## src/assert_macros.svh

```systemverilog
// Assertion macros shared by the mapper RTL.
// Expects clk and arst_n in the scope of use.
`ifndef ASSERT_MACROS_SVH
`define ASSERT_MACROS_SVH

// Check a property on every rising clock edge outside reset.
`define VM_ASSERT(label, prop, msg) \
	label: assert property (@(posedge clk) disable iff (!arst_n) prop) else $error(msg);

// Check an implication that must hold at the next edge.
`define VM_ASSERT_NEXT(label, pre, post, msg) \
	label: assert property (@(posedge clk) disable iff (!arst_n) (pre) |=> (post)) \
		else $error(msg);

`endif

```

## src/vmlcm_pkg.sv

```systemverilog
// Shared types, command codes and color tables of the VU meter LED color mapper.
// No dependencies.
package vmlcm_pkg;

	localparam int unsigned PtrW = 4;

	typedef struct packed {
		logic [2:0]  mode;
		logic [5:0]  led_index;
		logic [31:0] now_ms;
	} req_t;

	typedef struct packed {
		logic [7:0] red;
		logic [7:0] green;
		logic [7:0] blue;
		logic       color_valid;
	} rsp_t;

	localparam logic [2:0] MODE_GRAD  = 3'd0;
	localparam logic [2:0] MODE_BANDS = 3'd1;
	localparam logic [2:0] MODE_PAL   = 3'd2;
	localparam logic [2:0] MODE_RBA   = 3'd3;
	localparam logic [2:0] MODE_RBB   = 3'd4;

	localparam logic [2:0] KIND_GRAD  = 3'd0;
	localparam logic [2:0] KIND_BANDS = 3'd1;
	localparam logic [2:0] KIND_PAL   = 3'd2;
	localparam logic [2:0] KIND_RBA   = 3'd3;
	localparam logic [2:0] KIND_RBB   = 3'd4;
	localparam logic [2:0] KIND_NONE  = 3'd5;

	// Classified request handed from front to back.
	typedef struct packed {
		logic [2:0] kind;
		logic [5:0] idx;
	} cmd_t;

	// Rainbow state visible to the top level.
	typedef struct packed {
		logic [PtrW-1:0] offset;
		logic [PtrW-1:0] pointer;
	} rb_status_t;

	localparam rsp_t NoColor = '{red: 8'd0, green: 8'd0, blue: 8'd0, color_valid: 1'b0};

	function automatic rsp_t mk(input logic [7:0] r, input logic [7:0] g, input logic [7:0] b);
		rsp_t c;
		c.red = r;
		c.green = g;
		c.blue = b;
		c.color_valid = 1'b1;
		return c;
	endfunction

	function automatic rsp_t gradient_color(input logic [5:0] n);
		logic [7:0] n8;
		rsp_t c;
		n8 = {2'b00, n};
		if (n <= 6'd1)
			c = mk(8'd0, 8'd255, 8'd0);
		else if (n <= 6'd4)
			c = mk(8'((n8 - 8'd1) * 8'd85), 8'd255, 8'd0);
		else if (n <= 6'd8)
			c = mk(8'd255, 8'(8'd255 - (n8 - 8'd4) * 8'd63), 8'd0);
		else if (n <= 6'd11)
			c = mk(8'd255, 8'd0, 8'((n8 - 8'd8) * 8'd85));
		else if (n <= 6'd14)
			c = mk(8'(8'd255 - (n8 - 8'd11) * 8'd85), 8'd0, 8'd255);
		else
			c = NoColor;
		return c;
	endfunction

	function automatic rsp_t bands_color(input logic [5:0] n);
		rsp_t c;
		if (n <= 6'd2)
			c = mk(8'd255 - 8'd255, 8'd255, 8'd0);
		else if (n <= 6'd5)
			c = mk(8'd255, 8'd255, 8'd0);
		else if (n <= 6'd8)
			c = mk(8'd255, 8'd0, 8'd0);
		else
			c = mk(8'd200, 8'd0, 8'd100);
		return c;
	endfunction

	function automatic rsp_t palette_color(input logic [5:0] n);
		rsp_t c;
		logic [2:0] k;
		k = (n < 6'd7) ? n[2:0] : 3'd7;
		case (k)
			3'd0: c = mk(8'd200, 8'd30, 8'd200);
			3'd1: c = mk(8'd0, 8'd0, 8'd255);
			3'd2: c = mk(8'd0, 8'd255, 8'd255);
			3'd3: c = mk(8'd0, 8'd255, 8'd0);
			3'd4: c = mk(8'd255, 8'd255, 8'd0);
			3'd5: c = mk(8'd255, 8'd0, 8'd0);
			3'd6: c = mk(8'd255, 8'd0, 8'd255);
			default: c = mk(8'd255, 8'd255, 8'd255);
		endcase
		return c;
	endfunction

	function automatic rsp_t rainbow_a_color(input logic [PtrW-1:0] p);
		rsp_t c;
		case (p)
			4'd0:  c = mk(8'd255, 8'd0, 8'd0);
			4'd1:  c = mk(8'd255, 8'd85, 8'd0);
			4'd2:  c = mk(8'd255, 8'd170, 8'd0);
			4'd3:  c = mk(8'd255, 8'd255, 8'd0);
			4'd4:  c = mk(8'd170, 8'd255, 8'd0);
			4'd5:  c = mk(8'd85, 8'd255, 8'd0);
			4'd6:  c = mk(8'd0, 8'd255, 8'd0);
			4'd7:  c = mk(8'd85, 8'd255, 8'd0);
			4'd8:  c = mk(8'd170, 8'd255, 8'd0);
			4'd9:  c = mk(8'd255, 8'd255, 8'd0);
			4'd10: c = mk(8'd255, 8'd170, 8'd0);
			4'd11: c = mk(8'd255, 8'd85, 8'd0);
			default: c = NoColor;
		endcase
		return c;
	endfunction

	function automatic rsp_t rainbow_b_color(input logic [PtrW-1:0] p);
		rsp_t c;
		case (p)
			4'd0:  c = mk(8'd0, 8'd255, 8'd0);
			4'd1:  c = mk(8'd128, 8'd255, 8'd0);
			4'd2:  c = mk(8'd255, 8'd255, 8'd0);
			4'd3:  c = mk(8'd255, 8'd128, 8'd0);
			4'd4:  c = mk(8'd255, 8'd0, 8'd0);
			4'd5:  c = mk(8'd255, 8'd0, 8'd128);
			4'd6:  c = mk(8'd255, 8'd0, 8'd255);
			4'd7:  c = mk(8'd128, 8'd0, 8'd255);
			4'd8:  c = mk(8'd0, 8'd0, 8'd255);
			4'd9:  c = mk(8'd0, 8'd128, 8'd255);
			4'd10: c = mk(8'd0, 8'd255, 8'd255);
			4'd11: c = mk(8'd0, 8'd255, 8'd128);
			default: c = NoColor;
		endcase
		return c;
	endfunction

endpackage

```

## src/vmlcm_front.sv

```systemverilog
// Front end: accepts requests, runs the rainbow timer and LED pointer, emits commands.
// Depends on vmlcm_pkg.
module vmlcm_front import vmlcm_pkg::*; #(
	parameter int PALETTE_LAST = 11
) (
	input  logic       clk,
	input  logic       arst_n,
	input  logic       accept,
	input  req_t       req,
	input  logic [15:0] period,
	output cmd_t       cmd,
	output rb_status_t status
);

	localparam logic [PtrW-1:0] PalLast = PtrW'(PALETTE_LAST);

	logic [31:0]     last_step_q;
	logic [PtrW-1:0] offset_q;
	logic [PtrW-1:0] pointer_q;

	logic            is_rb;
	logic            reload;
	logic            advance;
	logic [31:0]     elapsed;
	logic [PtrW-1:0] offset_nxt;
	logic [PtrW-1:0] ptr_cur;

	always_comb begin
		is_rb = (req.mode == MODE_RBA) || (req.mode == MODE_RBB);
		reload = is_rb && (req.led_index == 6'd0);
		elapsed = req.now_ms - last_step_q;
		advance = reload && (elapsed > {16'd0, period});
		if (!advance)
			offset_nxt = offset_q;
		else if (offset_q >= PalLast)
			offset_nxt = '0;
		else
			offset_nxt = offset_q + 1'b1;
		ptr_cur = reload ? offset_nxt : pointer_q;
	end

	always_comb begin
		unique case (req.mode)
			MODE_GRAD:  cmd.kind = KIND_GRAD;
			MODE_BANDS: cmd.kind = KIND_BANDS;
			MODE_PAL:   cmd.kind = KIND_PAL;
			MODE_RBA:   cmd.kind = KIND_RBA;
			MODE_RBB:   cmd.kind = KIND_RBB;
			default:    cmd.kind = KIND_NONE;
		endcase
		cmd.idx = is_rb ? {2'b00, ptr_cur} : req.led_index;
	end

	always_ff @(posedge clk or negedge arst_n) begin
		if (!arst_n) begin
			last_step_q <= '0;
			offset_q <= '0;
			pointer_q <= '0;
		end else if (accept && is_rb) begin
			if (advance)
				last_step_q <= req.now_ms;
			offset_q <= offset_nxt;
			pointer_q <= (ptr_cur != '0) ? ptr_cur - 1'b1 : PalLast;
		end
	end

	assign status.offset = offset_q;
	assign status.pointer = pointer_q;

endmodule

```

## src/vmlcm_queue.sv

```systemverilog
// Two-entry command queue between front and back.
// Depends on vmlcm_pkg.
module vmlcm_queue import vmlcm_pkg::*; (
	input  logic clk,
	input  logic arst_n,
	input  logic push,
	input  cmd_t wdata,
	input  logic pop,
	output cmd_t rdata,
	output logic empty,
	output logic full,
	output logic [1:0] count
);

	cmd_t       slot_q [2];
	logic       wr_q;
	logic       rd_q;
	logic [1:0] count_q;

	always_ff @(posedge clk) begin
		if (push)
			slot_q[wr_q] <= wdata;
	end

	always_ff @(posedge clk or negedge arst_n) begin
		if (!arst_n) begin
			wr_q <= 1'b0;
			rd_q <= 1'b0;
			count_q <= '0;
		end else begin
			if (push)
				wr_q <= ~wr_q;
			if (pop)
				rd_q <= ~rd_q;
			count_q <= count_q + {1'b0, push} - {1'b0, pop};
		end
	end

	assign rdata = slot_q[rd_q];
	assign empty = (count_q == 2'd0);
	assign full = (count_q == 2'd2);
	assign count = count_q;

endmodule

```

## src/vmlcm_back.sv

```systemverilog
// Back end: turns commands into colors and holds the result register.
// Depends on vmlcm_pkg.
module vmlcm_back import vmlcm_pkg::*; (
	input  logic clk,
	input  logic arst_n,
	input  logic q_empty,
	input  cmd_t q_cmd,
	output logic q_pop,
	output logic rsp_valid,
	input  logic rsp_stall,
	output rsp_t rsp
);

	logic valid_q;
	rsp_t rsp_q;
	rsp_t color;

	always_comb begin
		unique case (q_cmd.kind)
			KIND_GRAD:  color = gradient_color(q_cmd.idx);
			KIND_BANDS: color = bands_color(q_cmd.idx);
			KIND_PAL:   color = palette_color(q_cmd.idx);
			KIND_RBA:   color = rainbow_a_color(q_cmd.idx[PtrW-1:0]);
			KIND_RBB:   color = rainbow_b_color(q_cmd.idx[PtrW-1:0]);
			default:    color = NoColor;
		endcase
	end

	assign q_pop = !q_empty && (!valid_q || !rsp_stall);

	always_ff @(posedge clk or negedge arst_n) begin
		if (!arst_n)
			valid_q <= 1'b0;
		else if (q_pop)
			valid_q <= 1'b1;
		else if (!rsp_stall)
			valid_q <= 1'b0;
	end

	always_ff @(posedge clk) begin
		if (q_pop)
			rsp_q <= color;
	end

	assign rsp_valid = valid_q;
	assign rsp = rsp_q;

endmodule

```

## src/vu_meter_led_color_mapper.sv

```systemverilog
// VU meter LED color mapper: one RGB color per requested LED.
// Request channel req/req_valid/req_stall, result channel rsp/rsp_valid/rsp_stall,
// APB register port holding step_period_ms at byte address 0 (reset 100).
// Each accepted request yields exactly one result, in order.
// Modes 0..2 pick fixed gradients, bands and palette colors by LED index;
// modes 3 and 4 read rainbow tables through a down-counting LED pointer,
// reloaded from a start offset on index 0. The offset advances once more
// than step_period_ms have passed since its last advance.
// Accepted requests are queued and popped to the result register unless it
// holds a stalled result. Throughput: one request per cycle while req_stall is
// low; the front updates the rainbow state in the accept cycle, a two-entry
// queue feeds the color lookup stage. req_stall rises only while the queue is
// full, i.e. when the receiver holds rsp_stall; the pending result stays on rsp
// unchanged while stalled. Reset clears the rainbow offset, LED pointer and step
// timestamp, empties the queue and drops rsp_valid; the period register returns to 100.
// Depends on vmlcm_pkg, vmlcm_front, vmlcm_queue, vmlcm_back, assert_macros.svh.
`include "assert_macros.svh"

module vu_meter_led_color_mapper import vmlcm_pkg::*; #(
	parameter int PALETTE_LAST = 11
) (
	input  logic        clk,
	input  logic        arst_n,
	input  logic        req_valid,
	output logic        req_stall,
	input  req_t        req,
	output logic        rsp_valid,
	input  logic        rsp_stall,
	output rsp_t        rsp,
	input  logic        psel,
	input  logic        penable,
	input  logic        pwrite,
	input  logic [2:0]  paddr,
	input  logic [31:0] pwdata,
	output logic [31:0] prdata,
	output logic        pready
);

	localparam logic [15:0] PeriodReset = 16'd100;

	logic [15:0] period_q;
	logic        accept;
	cmd_t        f_cmd;
	cmd_t        q_cmd;
	rb_status_t  rb_status;
	logic        q_empty;
	logic        q_full;
	logic        q_pop;
	logic [1:0]  q_count;

	assign pready = 1'b1;
	assign prdata = paddr[2] ? 32'd0 : {16'd0, period_q};

	always_ff @(posedge clk or negedge arst_n) begin
		if (!arst_n)
			period_q <= PeriodReset;
		else if (psel && penable && pwrite && pready && !paddr[2])
			period_q <= pwdata[15:0];
	end

	assign req_stall = q_full;
	assign accept = req_valid && !q_full;

	vmlcm_front #(.PALETTE_LAST(PALETTE_LAST)) u_front (
		.clk    (clk),
		.arst_n (arst_n),
		.accept (accept),
		.req    (req),
		.period (period_q),
		.cmd    (f_cmd),
		.status (rb_status)
	);

	vmlcm_queue u_queue (
		.clk    (clk),
		.arst_n (arst_n),
		.push   (accept),
		.wdata  (f_cmd),
		.pop    (q_pop),
		.rdata  (q_cmd),
		.empty  (q_empty),
		.full   (q_full),
		.count  (q_count)
	);

	vmlcm_back u_back (
		.clk       (clk),
		.arst_n    (arst_n),
		.q_empty   (q_empty),
		.q_cmd     (q_cmd),
		.q_pop     (q_pop),
		.rsp_valid (rsp_valid),
		.rsp_stall (rsp_stall),
		.rsp       (rsp)
	);

	`VM_ASSERT_NEXT(a_beat_not_lost, req_valid && !req_stall, q_count != 2'd0, "beat lost")
	`VM_ASSERT(a_offset_range, rb_status.offset <= PtrW'(PALETTE_LAST), "rainbow offset out of range")
	`VM_ASSERT(a_pointer_range, rb_status.pointer <= PtrW'(PALETTE_LAST), "LED pointer out of range")
	`VM_ASSERT_NEXT(a_pop_loads_rsp, q_pop, rsp_valid, "popped command produced no result")

endmodule

```

## config.mk

```make
export PLATFORM = sky130hd
export DESIGN_NAME = vu_meter_led_color_mapper
export DESIGN_NICKNAME = d
export VERILOG_FILES = /design/src/vmlcm_pkg.sv /design/src/vmlcm_front.sv /design/src/vmlcm_queue.sv /design/src/vmlcm_back.sv /design/src/vu_meter_led_color_mapper.sv
export VERILOG_INCLUDE_DIRS = /design/src /design/src/src
export SDC_FILE = /design/constraint.sdc
export NUM_CORES = 1
export LEC_CHECK = 0
export ABC_AREA = 1
export BUFFER_PORTS_ARGS = -buffer_cell sky130_fd_sc_hd__buf_2
export CORE_ASPECT_RATIO = 1.75
export CORE_MARGIN = 3
export CORE_UTILIZATION = 50
export CTS_CLUSTER_SIZE = 8
export DETAILED_ROUTE_END_ITERATION = 10
export GPL_ROUTABILITY_DRIVEN = 0
export PLACE_DENSITY_LB_ADDON = 0.15
export SETUP_SLACK_MARGIN = 0.15
export SYNTH_ARGS = -nofsm -noshare
export SYNTH_HDL_FRONTEND = slang
export SYNTH_SLANG_ARGS = --single-unit
```

## constraint.sdc

```tcl
create_clock -name clk -period 8.8 [get_ports clk]
set_input_delay 1.76 -clock clk [delete_from_list [all_inputs] [get_ports clk]]
set_output_delay 1.76 -clock clk [all_outputs]
set_load 0.05 [all_outputs]
```

==> results of run 1 <==
## cell usage after synthesis, types with 2 or more instances
library cell  number  share of area
o21ai_1           29          0.014
buf_4             17          0.013
nand2_1          396           0.15
and2_1             5         0.0031
buf_2              2        0.00098
a31oi_1            7         0.0043
nand2_2           13         0.0080
inv_1            294           0.11
mux2_4             2         0.0029
o211ai_1           6         0.0044
fa_1              16          0.031
nor3_1             5         0.0025
nor2_4             3         0.0033
dfrtp_1           58           0.14
conb_1             2        0.00074
o311ai_0           2         0.0017
nor2_2             7         0.0043
nor3_2             2         0.0020
dfstp_2            3         0.0077
inv_2              8         0.0029
a21oi_1           67          0.033
nand2_4            3         0.0033
xnor2_1           11         0.0095
o21bai_1           3         0.0022
o31ai_1            2         0.0015
o21ai_0           55          0.027
buf_6              5         0.0055
nand3_1           47          0.023
nor2_1           143          0.053
ha_1             110           0.14
nor4_1             2         0.0012
or2_2              7         0.0043
edfxtp_1          43           0.13
nand4_1           11         0.0068
or2_1              2         0.0012
o2111ai_1          3         0.0026
xor2_1            35          0.030
nand3_2            7         0.0069
mux2i_1            2         0.0020
o21ai_2            3         0.0026
nand3b_1           2         0.0015
clkbuf_1          12         0.0044
## final cells by class
| type | instances | area, µm² |
|---|---|---|
| inverter | 304 | 1140 |
| clock inverter | 6 | 50.0 |
| clock buffer | 10 | 239 |
| multi-input combinational | 1038 | 6040 |
| sequential | 104 | 2820 |
| fill | 2030 | 8750 |
| timing repair buffer | 110 | 558 |
| tap | 245 | 307 |
## routing by layer
metal	GRT usage	vias to the layer above
met3	0.0308	98
li1	-	4733
met4	0.166	0
met1	0.215	4118
met2	0.497	197
met5	0	-
## worst max-delay path: stages
cell and delay (ns):
buf_2 0.11, ha_1 0.43, nand2_1 0.15, nor2_2 0.19
nand2_1 0.10, inv_1 0.06, nand2_1 0.05, nand2_2 0.07
xor2_1 0.35, ha_1 0.23, nand4_1 0.14, nor2_1 0.16
nand2_1 0.07, nand2_1 0.05, nand2_1 0.07, nand3_1 0.10
nor2_1 0.05, nand2_1 0.14, nor2_4 0.08, nand2_4 0.11
nand2_4 0.07, nor2_4 0.58, buf_4 0.45, mux2_4 0.33
## per-stage QoR
step | hold slack [ns] | setup WS, ns | util | std cells | cell area [µm²]
floorplan | 0.442 | 3.96 | - | 1482 | 10200
CTS | 0.481 | 3.14 | 0.561 | 1817 | 11200
global route | 0.508 | 2.78 | 0.561 | 1817 | 11200
detailed placement | 0.464 | 2.77 | 0.546 | 1801 | 10900
global placement | 0.457 | 2.84 | 0.546 | 1801 | 10900
finish | 0.480 | 3.14 | 0.561 | 1817 | 11200
## cell families after synthesis
logic type,after synthesis,synth area share
AOI/OAI and AO/OA,184,0.0994
xor gates and xnor gates,47,0.0412
adders and majority gates,126,0.167
buffers and inverters,340,0.136
DFF,104,0.277
muxes,4,0.00491
other,2,0.000737
and+or+nand+nor,660,0.274
## state kept, by name (all words and copies together), names as in the netlist
signal               cells
u_queue.rd_q             1
u_queue.slot_q          18
period_q                16
u_back.rsp_valid         1
u_front.offset_q         4
u_queue.wr_q             1
u_queue.count            2
u_back.rsp              25
u_front.last_step_q     32
u_front.pointer_q        4
## worst paths after layout
kind | to | slack, ns
hold / removal | u_front.pointer_q[2] | 0.48
hold reg to reg | u_front.pointer_q[2] | 0.48
min in group asynchronous | u_front.last_step_q[15] | 1.57
max in group asynchronous | period_q[9] | 6.68
setup / recovery | u_front.last_step_q[31] | 3.14
setup reg to reg | u_back.rsp[24] | 3.21
==> results.toml, run 1 <==
[run]
maxCapViolCount = 0

[critical_path]
timing.rr.start = "u_queue.rd_q"
worstRegToRegCells = 20
critical_path_class = "in2reg"
worst_setup_path_end_kind = "flip-flop"
crit_fanout = 35
start_kind = "primary input"
critical_path_arrival_ns = 5.91
startpoint = "req[14]"
crit_required_ns = 9.05

[floorplanning]
rows = 68
core_um2 = 19900
initial_core_util = 0.512
die_w_um = 114
boundaryPins = 143
dieArea_um2 = 22200
die_y_um = 195

[route]
ant_nets = 0
drc = 0
maxUsedRoutingLayer = "met4"
viasPerCell = 5.03
wl_met1_um = 8540
routed_wl_um = 26700
wl_met3_um = 728
wl_met2_um = 15600
post_drt_wl_per_cell_um = 14.7
num_vias = 9146
drt-initial-drc-count = 408
firstDrtPassIters = 5

[finish]
nets = 1776
layout-drive-gt1-share = 0.121
layout_common_cells = "nand2_1, inv_1, nor2_1, ha_1, buf_2"
layout_commonest_cell = "nand2_1"
diodes = 0
syn2layout_area_growth_pct = 9.60

[timing]
rsz0062_at_grt = "false"
post-route-period-util = 0.643
slew_violations = 0
final-setup-viol-count = 0
relSlewSlack = 0.229
worst_pin_slew_ns = 1.15
fin_worst_skew_ns = 0.0111
hold_violations = 0
layout_min_cycle_time_ns = 5.66
max_freq_ghz = 0.177
fin_setup_tns_ns = 0

[global_route]
grt_use_total = 0.247
grt-ovfl-total = 0
antenna_found_initial = 0
grt_pass1_wl_um = 42700
grt_max_degree = 62
grt_pass1_vias = 9078

[hold_path]
worstHoldStart = "u_front.pointer_q[2]"
holdPathStages = 2
hp-class = "reg2reg"

[synthesis]
syn_area_per_cell_um2 = 6.94
synth.distinct_cells = 57
ys_async_sr_fraction = 0.587
ys_warn_count = 0
synthCells = 1467
ys_seq_area_frac = 0.277
synth_edf_count = 43
ys_seq_elements = 104
synth_ff_type = "dfrtp_1"
syn-cell-area_um2 = 10200

[clock_tree]
cts_made_buffers = 9
holdBufCountCts = 0
numClockSinks = 104
cts_tree = "built"
cts_max_path_buffers = 2
cts.clk_slew.worst_paths_ns = 0.07
insertion_delay_ns = 0.37
cts-root-buf = "clkbuf_16"
ctsResizeCount = 0
h-tree-depth = 3
post_cts_buffers = 0

[status]
status = "finished, final reports clean"

[placed_design]
port_buffers = 107
place_hpwl_um = 22500
Power of run 1 is left out: the tool's default activity adds up to more than one toggle a clock period on the data nets, which glitch-free logic cannot reach.
==> run 2, diff against run 1 <==
--- a/config.mk
+++ b/config.mk
@@ -6,7 +6,7 @@
 export SDC_FILE = /design/constraint.sdc
 export NUM_CORES = 1
 export LEC_CHECK = 0
-export ABC_AREA = 1
+export ABC_AREA = 0
 export BUFFER_PORTS_ARGS = -buffer_cell sky130_fd_sc_hd__buf_2
 export CORE_ASPECT_RATIO = 1.75
 export CORE_MARGIN = 3
==> constraint.sdc (replaced) <==
create_clock -name clk -period 5.4 [get_ports clk]
set_input_delay 1.08 -clock clk [delete_from_list [all_inputs] [get_ports clk]]
set_output_delay 1.08 -clock clk [all_outputs]
set_load 0.05 [all_outputs]
==> run 2 against run 1 <==
Core utilization is 5.6 points higher. Clock skew about the same. Via count is 8.1% lower. Register-to-register slack got worse by 2.8 ns. Cell count down 19%. Flip-flop and latch count unchanged. Critical path type unchanged. Highest routed layer unchanged.
==> results.toml, run 2 <==
[route]
wl_met1_um = 8200
wl_met2_um = 14500
drc = 0
drt-initial-drc-count = 433
firstDrtPassIters = 5
viasPerCell = 5.68
routed_wl_um = 25000
num_vias = 8408
maxUsedRoutingLayer = "met4"
wl_met3_um = 779
post_drt_wl_per_cell_um = 16.9
ant_nets = 0

[clock_tree]
numClockSinks = 104
cts.clk_slew.worst_paths_ns = 0.07
h-tree-depth = 3
insertion_delay_ns = 0.36
cts_max_path_buffers = 2
holdBufCountCts = 0
cts_tree = "built"
cts_made_buffers = 9
cts-root-buf = "clkbuf_16"

[synthesis]
synth_ff_type = "dfrtp_1"
synth_top_cell_area_share = 0.153
synthTopCellsByArea = "dfrtp_1, ha_1, edfxtp_1, mux2_2, inv_1"
ys_async_sr_fraction = 0.587
yosys.area.top_type = "dfrtp_1"
ys_seq_elements = 104
synth.distinct_cells = 78
ys_top_cells_by_count = "inv_1, ha_1, nand2_1"
synth_edf_count = 43
synth_most_common_cell = "inv_1"
synthCells = 1062
ys_warn_count = 0
syn_area_per_cell_um2 = 8.96
syn-cell-area_um2 = 9510
ys_seq_area_frac = 0.297

[critical_path]
crit_required_ns = 5.66
critPathBufInv = 4
cp_slowest_stage_delay_ns = 0.55
crit_top_cell = "buf_4"
path_cells = "buf_2, ha_4, o211ai_1, a21oi_2, buf_4, o21a_1, nor3_2, buf_4, xnor2_1, ha_1, nand4_1, nor4_4, a21oi_2, buf_4, nor4_2, and4b_1, nand4_1, or4_4, a221o_1, o21ai_4, ha_4, nand3_1, a31oi_1"
crit_fanout = 5
worst_setup_path_end_kind = "flip-flop"
critical_path_arrival_ns = 5.59
start_kind = "primary input"
r2r_slack_ns = 0.46
cpMaxStageDelayCell = "or4_4"
critical_path_class = "in2reg"
cp_top_family = "simple AND/OR/NAND/NOR gates"

[placed_design]
pre_cts_ws_ns = -0.395
port_buffers = 107
place_hpwl_um = 20100

[timing]
worst_slack_ns = 0.0769
relSlewSlack = 0.207
slew_violations = 0
final-setup-viol-count = 0
post-route-period-util = 0.986
layout_min_cycle_time_ns = 5.32
hold_violations = 0
rsz0062_at_grt = "true"
worst_pin_slew_ns = 1.18
max_freq_ghz = 0.188
fin_worst_skew_ns = 0.0108

[floorplanning]
initial_core_util = 0.510
boundaryPins = 143
core_um2 = 18700
die_y_um = 188
rows = 66
dieArea_um2 = 20800
die_w_um = 110

[finish]
layout_common_cells = "inv_1, buf_2, ha_1, nand2_1, buf_4"
largest_register_ffs = 32
layout_commonest_cell = "inv_1"
layout-drive-gt1-share = 0.265
regMostFlops = "u_front.last_step_q"
syn2layout_area_growth_pct = 20.9
nets = 1445
fillers = 1681

[hold_path]
hp-class = "reg2reg"

[global_route]
grt_pass1_wl_um = 39400
grt_pass1_vias = 8318
grt-ovfl-total = 0
grt_use_total = 0.242
grt_max_degree = 62
antenna_found_initial = 1

[run]
maxCapViolCount = 0

[status]
status = "finished, final reports clean"
## run 2: cell types whose count changed after synthesis, moves of 14 or more
cell     change
inv_1      -182
nor2_1      -64
o21ai_1     -23
xnor2_1     +33
xor2_1      -17
nor2b_1     +14
mux2_2      +52
nand2_1    -303
nand3_1     -24
o21a_1      +15
## run 2: worst register-to-register path: cells and delay by family (launching register included)
| kind | cells | cell delay [ns] |
|---|---|---|
| simple gates | 9 | 1.83 |
| compound gates | 6 | 1.16 |
| fa+ha+maj | 3 | 0.78 |
| buf+inv | 4 | 0.55 |
| flops | 1 | 0.41 |
| xor+xnor | 1 | 0.12 |
## run 2: cell families after synthesis
family / Yosys count / share of synthesized area
AND/OR/NAND/NOR: 290 / 0.147
multiplexers: 61 / 0.0710
buffers and inverters: 158 / 0.0713
AO/OA/AOI/OAI: 259 / 0.178
XOR/XNOR: 62 / 0.0571
other: 2 / 0.000789
flip-flops: 104 / 0.297
adder cells (fa/ha/maj): 126 / 0.178
## run 2: through the flow
step	cells	instance area [µm²]	utilization	hold WS (ns)	setup TNS, ns
after floorplan	1077	9580	-	0.451	0
after global placement	1449	10700	0.575	0.474	-11.27
after detailed placement	1449	10700	0.575	0.489	-12.52
after CTS	1467	11100	0.597	0.509	0
after global routing	1480	11500	0.616	0.517	-1.18
final	1480	11500	0.616	0.506	0
## run 2: cell type report
cell class | instances | area [µm²] | area share
Antenna cell | 1 | 2.50 | 0.000218
Clock buffer | 9 | 225 | 0.0196
Clock inverter | 7 | 82.6 | 0.00718
Inverter | 112 | 423 | 0.0368
Multi-Input combinational cell | 815 | 6410 | 0.558
Sequential cell | 104 | 2820 | 0.245
Tap cell | 238 | 298 | 0.0259
Timing Repair Buffer | 194 | 1230 | 0.107
## run 2: metal layers
layer  global-route usage  up-vias
met1                0.225     4003
li1                     -     4085
met3               0.0288       94
met4                0.138        0
met2                0.480      226
met5                    0        -
## run 2: what timing repair did
| action | in CTS | in global routing |
|---|---|---|
| resized for setup | 21 | 47 |
| setup buffers | 2 | 12 |
| pin swaps | 15 | 26 |
| setup endpoints to repair | 42 | 43 |
## run 2: worst paths after layout
| check | from | endpoint | cells past startpoint |
|---|---|---|---|
| max in group asynchronous | arst_n | u_front.last_step_q[0] | 2 |
| setup / recovery | req[4] | u_front.pointer_q[2] | 23 |
| setup reg to reg | u_front.last_step_q[1] | u_front.pointer_q[2] | 23 |
| hold / removal | u_front.last_step_q[26] | u_front.last_step_q[26] | 1 |
| hold reg to reg | u_front.last_step_q[26] | u_front.last_step_q[26] | 1 |
| min in group asynchronous | arst_n | u_front.last_step_q[27] | 2 |
Power of run 2 is left out for the same reason.
